==> src/lkvc_pkg.sv <==
// Package for the LRU key-value cache: shared types, field widths and codes.
// Used by lkvc_cell, lru_key_value_cache_core and the testbench; depends on nothing else.
package lkvc_pkg;

    localparam int KEY_W  = 32;
    localparam int DATA_W = 32;
    localparam int CAP_W  = 5;

    localparam logic [CAP_W-1:0] CAP_RESET = 5'd16;

    // Operation codes carried on s_tuser
    localparam logic OP_GET = 1'b0;
    localparam logic OP_PUT = 1'b1;

    typedef enum logic
    {
        ST_IDLE,
        ST_UPDATE
    } state_t;

    // One stored entry as it moves between neighboring cells
    typedef struct packed
    {
        logic                     valid;
        logic signed [KEY_W-1:0]  key;
        logic signed [DATA_W-1:0] data;
    } entry_t;

endpackage

==> src/lkvc_cell.sv <==
// One cell of the recency-ordered entry chain: holds one entry, compares its key,
// and loads its upstream neighbor's entry when told to shift. Depends on lkvc_pkg.
module lkvc_cell
(
    input  logic                                 clk,
    input  logic                                 rst_n,
    input  logic                                 shift_en,
    input  logic                                 keep,
    input  lkvc_pkg::entry_t                     up,
    input  logic signed [lkvc_pkg::KEY_W-1:0]    cmp_key,
    output lkvc_pkg::entry_t                     q,
    output logic                                 match
);

    logic                                valid_reg;
    logic                                valid_next;
    logic signed [lkvc_pkg::KEY_W-1:0]   key_reg;
    logic signed [lkvc_pkg::DATA_W-1:0]  data_reg;

    // Take the neighbor's valid bit on a shift, dropped past the capacity limit
    always_comb
    begin
        valid_next = valid_reg;
        if (shift_en)
        begin
            valid_next = up.valid & keep;
        end
    end

    always_ff @(posedge clk or negedge rst_n)
    begin
        if (!rst_n)
        begin
            valid_reg <= 1'b0;
        end
        else
        begin
            valid_reg <= valid_next;
        end
    end

    // Advance key and data along the chain
    always_ff @(posedge clk)
    begin
        if (shift_en)
        begin
            key_reg  <= up.key;
            data_reg <= up.data;
        end
    end

    // Compare against the key being looked up
    assign match = valid_reg && (key_reg == cmp_key);
    assign q     = '{valid: valid_reg, key: key_reg, data: data_reg};

endmodule

==> src/lru_key_value_cache_core.sv <==
// Top level of the LRU key-value cache: a chain of lkvc_cell instances ordered by
// recency, plus lookup sequencing and the result register. Depends on lkvc_pkg, lkvc_cell.
//
//  Channel | Signals                                  | Word contents (low bit up)
//  --------+------------------------------------------+--------------------------------
//  s_      | s_tvalid, s_tready, s_tdata[63:0], s_tuser | tdata: key, write_data; tuser: op
//  m_      | m_tvalid, m_tready, m_tdata[31:0], m_tuser | tdata: read_data; tuser: hit
//  cfg_    | cfg_wr_en, cfg_wr_data[4:0]               | capacity
//
// For each word, the accept edge registers the key compare of every cell; the update state
// that follows shifts the cell chain (hit or insert) and, on a get, loads the result register.
// Cell 0 holds the most recent entry; the oldest live entry sits at the far end.
// Reset clears all valid bits at once and sets capacity to 16; no clearing pass.
// A stalled m_ side holds a get result; a new word is taken only once the result
// register will be free by the time that word finishes.
module lru_key_value_cache_core
#(
    parameter int ENTRIES = 16
)
(
    input  logic                        clk,
    input  logic                        rst_n,
    // key [31:0], write_data [63:32]
    input  logic [63:0]                 s_tdata,
    // op [0]
    input  logic                        s_tuser,
    input  logic                        s_tvalid,
    output logic                        s_tready,
    // read_data [31:0]
    output logic [31:0]                 m_tdata,
    // hit [0]
    output logic                        m_tuser,
    output logic                        m_tvalid,
    input  logic                        m_tready,
    input  logic                        cfg_wr_en,
    input  logic [lkvc_pkg::CAP_W-1:0]  cfg_wr_data
);

    lkvc_pkg::state_t                        state_reg;
    lkvc_pkg::state_t                        state_next;

    logic                                    op_reg;
    logic signed [lkvc_pkg::KEY_W-1:0]       key_reg;
    logic signed [lkvc_pkg::DATA_W-1:0]      wdata_reg;
    logic [ENTRIES-1:0]                      match_reg;
    logic [lkvc_pkg::CAP_W-1:0]              cap_reg;

    logic                                    out_valid_reg;
    logic                                    out_hit_reg;
    logic signed [lkvc_pkg::DATA_W-1:0]      out_data_reg;

    logic                                    accept;
    logic                                    update_en;
    logic                                    hit;
    logic                                    miss_insert;
    logic                                    apply;
    logic signed [lkvc_pkg::KEY_W-1:0]       cmp_key;
    logic signed [lkvc_pkg::DATA_W-1:0]      hit_data;
    logic [lkvc_pkg::CAP_W-1:0]              cap_eff;
    lkvc_pkg::entry_t                        new_entry;

    lkvc_pkg::entry_t                        cell_q  [ENTRIES];
    lkvc_pkg::entry_t                        cell_up [ENTRIES];
    logic [ENTRIES-1:0]                      match_vec;
    logic [ENTRIES-1:0]                      shift_vec;
    logic [ENTRIES-1:0]                      keep_vec;
    logic [ENTRIES-1:0]                      valid_vec;

    assign cmp_key = s_tdata[lkvc_pkg::KEY_W-1:0];
    assign accept  = s_tvalid && s_tready;

    // Next state
    always_comb
    begin
        state_next = state_reg;
        case (state_reg)
            lkvc_pkg::ST_IDLE:
            begin
                if (accept)
                begin
                    state_next = lkvc_pkg::ST_UPDATE;
                end
            end
            lkvc_pkg::ST_UPDATE:
            begin
                state_next = lkvc_pkg::ST_IDLE;
            end
            default:
            begin
                state_next = lkvc_pkg::ST_IDLE;
            end
        endcase
    end

    // State outputs
    always_comb
    begin
        s_tready  = 1'b0;
        update_en = 1'b0;
        case (state_reg)
            lkvc_pkg::ST_IDLE:
            begin
                s_tready = !out_valid_reg || m_tready;
            end
            lkvc_pkg::ST_UPDATE:
            begin
                update_en = 1'b1;
            end
            default:
            begin
                s_tready = 1'b0;
            end
        endcase
    end

    always_ff @(posedge clk or negedge rst_n)
    begin
        if (!rst_n)
        begin
            state_reg <= lkvc_pkg::ST_IDLE;
            match_reg <= '0;
            cap_reg   <= lkvc_pkg::CAP_RESET;
        end
        else
        begin
            state_reg <= state_next;
            if (accept)
            begin
                match_reg <= match_vec;
            end
            if (cfg_wr_en)
            begin
                cap_reg <= cfg_wr_data;
            end
        end
    end

    // Hold the accepted word
    always_ff @(posedge clk)
    begin
        if (accept)
        begin
            op_reg    <= s_tuser;
            key_reg   <= s_tdata[lkvc_pkg::KEY_W-1:0];
            wdata_reg <= s_tdata[lkvc_pkg::KEY_W +: lkvc_pkg::DATA_W];
        end
    end

    // Clamp capacity to 1..ENTRIES
    always_comb
    begin
        cap_eff = cap_reg;
        if (cap_reg == '0)
        begin
            cap_eff = lkvc_pkg::CAP_W'(1);
        end
        else if (32'(cap_reg) > 32'(ENTRIES))
        begin
            cap_eff = lkvc_pkg::CAP_W'(ENTRIES);
        end
    end

    // Select the data of the matching cell
    always_comb
    begin
        hit_data = '0;
        for (int i = 0; i < ENTRIES; i++)
        begin
            if (match_reg[i])
            begin
                hit_data = hit_data | cell_q[i].data;
            end
        end
    end

    assign hit         = |match_reg;
    assign miss_insert = (op_reg == lkvc_pkg::OP_PUT) && !hit;
    assign apply       = update_en && ((op_reg == lkvc_pkg::OP_PUT) || hit);

    assign new_entry.valid = 1'b1;
    assign new_entry.key   = key_reg;
    assign new_entry.data  = (op_reg == lkvc_pkg::OP_PUT) ? wdata_reg : hit_data;

    // Shift cells up to the hit position, or the whole chain on an insert;
    // on an insert, drop entries that fall at or past the capacity
    always_comb
    begin
        for (int i = 0; i < ENTRIES; i++)
        begin
            shift_vec[i] = apply && (miss_insert || (|(match_reg >> i)));
            keep_vec[i]  = !miss_insert || (32'(i) < 32'(cap_eff));
        end
    end

    // Chain of cells, most recent first
    for (genvar g = 0; g < ENTRIES; g++)
    begin : g_cell
        if (g == 0)
        begin : g_head
            assign cell_up[g] = new_entry;
        end
        else
        begin : g_body
            assign cell_up[g] = cell_q[g-1];
        end

        lkvc_cell u_cell
        (
            .clk      (clk),
            .rst_n    (rst_n),
            .shift_en (shift_vec[g]),
            .keep     (keep_vec[g]),
            .up       (cell_up[g]),
            .cmp_key  (cmp_key),
            .q        (cell_q[g]),
            .match    (match_vec[g])
        );

        assign valid_vec[g] = cell_q[g].valid;
    end

    // Result register: load on a get, drop when taken
    always_ff @(posedge clk or negedge rst_n)
    begin
        if (!rst_n)
        begin
            out_valid_reg <= 1'b0;
        end
        else if (update_en && (op_reg == lkvc_pkg::OP_GET))
        begin
            out_valid_reg <= 1'b1;
        end
        else if (m_tready)
        begin
            out_valid_reg <= 1'b0;
        end
    end

    always_ff @(posedge clk)
    begin
        if (update_en && (op_reg == lkvc_pkg::OP_GET))
        begin
            out_hit_reg  <= hit;
            out_data_reg <= hit ? hit_data : '0;
        end
    end

    assign m_tvalid = out_valid_reg;
    assign m_tuser  = out_hit_reg;
    assign m_tdata  = out_data_reg;

`ifndef SYNTHESIS
    // A key lives in at most one cell
    a_match_onehot: assert property (@(posedge clk) disable iff (!rst_n)
        update_en |-> $onehot0(match_reg))
        else $error("more than one cell matched the key");

    // Live entries always fill the chain from the head without gaps
    a_valid_packed: assert property (@(posedge clk) disable iff (!rst_n)
        (valid_vec & (valid_vec + 1'b1)) == '0)
        else $error("live entries are not packed at the head of the chain");

    // A get that is taken has its result valid once its update state is over
    a_get_result: assert property (@(posedge clk) disable iff (!rst_n)
        (accept && (s_tuser == lkvc_pkg::OP_GET)) |=> ##1 m_tvalid)
        else $error("get did not produce a result");

    // An insert leaves no more live entries than the capacity
    a_insert_cap: assert property (@(posedge clk) disable iff (!rst_n)
        (update_en && miss_insert) |=> ($countones(valid_vec) <= 32'(cap_eff)))
        else $error("insert left more live entries than the capacity");
`endif

endmodule

==> config.mk <==
export PLATFORM = sky130hd
export DESIGN_NAME = lru_key_value_cache_core
export DESIGN_NICKNAME = d
export VERILOG_FILES = /design/src/lkvc_pkg.sv /design/src/lkvc_cell.sv /design/src/lru_key_value_cache_core.sv
export SDC_FILE = /design/constraint.sdc
export NUM_CORES = 1
export LEC_CHECK = 0
export ABC_CLOCK_PERIOD_IN_PS = 7500
export BUFFER_PORTS_ARGS = -buffer_cell sky130_fd_sc_hd__buf_2
export CORE_ASPECT_RATIO = 1.5
export CORE_MARGIN = 4
export CORE_UTILIZATION = 50
export CTS_CLUSTER_DIAMETER = 150
export CTS_CLUSTER_SIZE = 10
export DETAILED_ROUTE_END_ITERATION = 8
export GPL_ROUTABILITY_DRIVEN = 0
export PLACE_DENSITY = 0.73
export SLEW_MARGIN = 20
export SYNTH_ARGS = -nofsm -noshare
export SYNTH_HDL_FRONTEND = slang
export SYNTH_SLANG_ARGS = --single-unit
==> constraint.sdc <==
create_clock -name clk -period 7.5 [get_ports clk]
set_clock_uncertainty 0.15 [all_clocks]
set_input_delay 2.25 -clock clk [delete_from_list [all_inputs] [get_ports clk]]
set_output_delay 2.25 -clock clk [all_outputs]
set_load 0.05 [all_outputs]
==> flow_metrics.env <==
export IMPL_wl_mm=116
export IMPL_period_minus_slack_ns=5.20
export IMPL_yosys_cell_types_count=49
export IMPL_syn_to_final_growth_pct=12.9
export IMPL_power_frac_comb=0.054
export IMPL_cts_buffers=134
export IMPL_grt_pass1_wl_mm=169
export IMPL_synth_area_sq_um=44500
export IMPL_peakVddDrop_mv=0.309
export IMPL_p_per_area_nw_per_um2=286
export IMPL_syn_area_per_cell_sq_um=18.2
export IMPL_place_area_sq_um=46500
export IMPL_clk_path_buf_depth=3
export IMPL_switching_power_w=0.00329
export IMPL_critPathLaunchType="input pin"
export IMPL_intPower_w=0.0111
export IMPL_final_core_util=0.571
export IMPL_vias=24200
export IMPL_grt_overflow=0
export IMPL_crit_slowest_cell="buf_2"
export IMPL_p_seq_frac=0.539
export IMPL_fp_coreArea_sq_um=88000
export IMPL_portBuffers=109
export IMPL_start_util=0.506
export IMPL_placementRows=133
export IMPL_postSynthCellCount=2450
export IMPL_ioPinCount=110
export IMPL_cp_arrival_ns=2.80
export IMPL_leakage_nw=16.8
export IMPL_rsz0062_at_grt="no"
export IMPL_yosys_register_bits=1161
export IMPL_clock_sinks=1161
export IMPL_end_kind="primary output"
export IMPL_dp_hpwl_mm=72.4
export IMPL_grt_total_usage=0.246
export IMPL_clock_latency_ns=0.74
export IMPL_cts_max_level=4
export IMPL_final_nets=2679
export IMPL_cp_common_cell="buf_2"
export IMPL_tritoncts="built"
export IMPL_finalCritPeriodShare=0.693
export IMPL_path_class="input pin to primary output"
export IMPL_yosys_warnings=0
export IMPL_wire_per_inst_um=30.6
export IMPL_clkPwrFrac=0.407
export IMPL_status="finished, final reports clean"
export IMPL_setup_viol=0
export IMPL_design_area_sq_um=50300
export IMPL_yosysTopAreaCellShare=0.757
export IMPL_die_w_um=252
export IMPL_whs_path_depth=0
export IMPL_max_stage_delay_ns=0.24
export IMPL_yosys_area_top_type="edfxtp_1"
export IMPL_fmax_mhz=192
export IMPL_antennaDiodeCount=0
export IMPL_first_global_vias=25700
export IMPL_worst_slew_pin_transition_ns=1.17
export IMPL_crit_path_cell_trace="buf_2 -> nor2b_1 -> nor2_1 -> buf_2"
export IMPL_cp_required_ns=5.10
export IMPL_cts_root_buf="clkbuf_16"
export IMPL_grt_max_degree=67
export IMPL_antenna_found_initial=3
export IMPL_final_hold_violation_count=0
export IMPL_max_slew_margin=0.222
export IMPL_dr_pass1_iters=8
export IMPL_drc=0
export IMPL_postCtsHoldBufs=0
export IMPL_drt_iter0_drc=2477
export IMPL_fillerInstances=6383
export IMPL_syn_nets=2525
export IMPL_synth_yosys_seq_area_share=0.779
export IMPL_final_antenna_net_count=0
export IMPL_synth_area_top_cells="edfxtp_1 76%, xor2_1 8.9%, a22o_1 2.5%"
export IMPL_via_per_inst=6.35
export IMPL_drive_above_1_share=0.144
export IMPL_ctsResizeCount=0
export IMPL_hp_class="flip-flop to flip-flop"
export IMPL_post_cts_repair_setup_buffers=0
export IMPL_max_cap_violations=0
export IMPL_reg2reg_slack_ns=2.92
export IMPL_slew_viol_final=0
export IMPL_die_y_um=373
export IMPL_cp_max_fo=2
export IMPL_path_clk_slew_ns=0.06
export IMPL_dieArea_sq_um=94000
export IMPL_tns_ns=0
export IMPL_p_sw_frac=0.229
export IMPL_r2r_cells=8
## cells in the mapped netlist, drive strengths merged
cell and count:
edfxtp 1122, xor2 450, a22o 129, a221oi 128, nor4 108, clkbuf 89, nand4 71, xnor2 61
buf 47, mux2 47, dfrtp 38, nand2 21, nand3 21, nor3 18, nor2 14, o31ai 14
inv 11, a21oi 9, a21boi 7, mux2i 5, nor2b 5, o21ai 5, o31a 4, a31oi 3
o21a 3, or3 3, and3 2, nand2b 2, o22ai 2, or4 2, a31o 1, a41oi 1
and2 1, clkinv 1, dfstp 1, nor3b 1, o41a 1, o41ai 1, or2 1
## power by group through the flow
stage	combinational [W]	clock, W	sequential [W]
CTS	0.000778	0.00590	0.00775
finish	0.000776	0.00585	0.00775
detailed placement	0.000772	0	0.00788
floorplan	0.000439	0	0.00783
global placement	0.000756	0	0.00786
global route	0.000813	0.00618	0.00778
## metrics by stage
stage	total power [W]	std cells	setup WS (ns)	hold WS (ns)
after floorplan	0.00827	2450	0.457	0.250
after global placement	0.00861	3615	2.28	0.253
after detailed placement	0.00865	3615	2.28	0.255
after CTS	0.0144	3806	2.28	0.265
after global routing	0.0148	3806	2.23	0.272
final	0.0144	3806	2.30	0.261
## cell type report
type                       instances  area (sq um)  share of cell area
clock inverter                    13           214             0.00426
clock buffer                     178          3580              0.0713
inverter                          12          50.0            0.000996
sequential                      1161         34700               0.690
timing repair buffer             154           887              0.0176
tap                             1147          1440              0.0285
multi-input combinational       1141          9430               0.187
## cell families (layout without fill, tap and decap cells)
kind of cell,Yosys count,after routing,share of synthesized area
simple gates,270,270,0.0357
flops,1161,1161,0.779
mux,52,52,0.0133
xor+xnor,511,511,0.101
buf+inv,148,357,0.0130
compound gates,308,308,0.0588
## worst paths after layout
path	end	start
setup / recovery	s_tready	m_tready
hold / removal	g_cell[0].u_cell.key_reg[13]$_DFFE_PP_	key_reg[13]$_DFFE_PP_
setup reg to reg	g_cell[13].u_cell.data_reg[20]$_DFFE_PP_	match_reg[15]$_DFFE_PN0P_
hold reg to reg	g_cell[0].u_cell.key_reg[13]$_DFFE_PP_	key_reg[13]$_DFFE_PP_
max in group asynchronous	match_reg[3]$_DFFE_PN0P_	rst_n
min in group asynchronous	cap_reg[3]$_DFFE_PN0P_	rst_n
## placed cells by master, fill, tap and decap left out, types with 6 or more instances in the layout
master | netlist | routed
dfrtp_2 | 0 | 6
nand3_1 | 21 | 21
xnor2_1 | 61 | 61
edfxtp_1 | 1122 | 1122
nand4_1 | 71 | 71
a22o_1 | 129 | 129
a221oi_1 | 128 | 128
nor2_1 | 13 | 11
buf_4 | 0 | 44
nor3_1 | 17 | 17
dfrtp_1 | 38 | 32
nor4_1 | 106 | 106
xor2_1 | 450 | 450
clkbuf_1 | 89 | 41
inv_1 | 10 | 10
clkbuf_16 | 0 | 137
nand2_1 | 21 | 21
mux2_2 | 44 | 44
buf_2 | 11 | 109
o31ai_1 | 13 | 13
## routing by layer
metal | part of all wire | up-vias | wire length (um) | global-route usage
li1 | - | 9943 | - | -
met1 | 0.32 | 12200 | 37300 | 0.275
met2 | 0.52 | 1626 | 60400 | 0.428
met3 | 0.091 | 454 | 10600 | 0.0530
met4 | 0.071 | 0 | 8280 | 0.148
met5 | 0 | - | 0 | 0
## critical path: cells and delay by family
kind	cells	cell delay, ns
buf+inv	2	0.34
simple gates	2	0.20
Note: power is estimated with default switching activity, not from simulation.
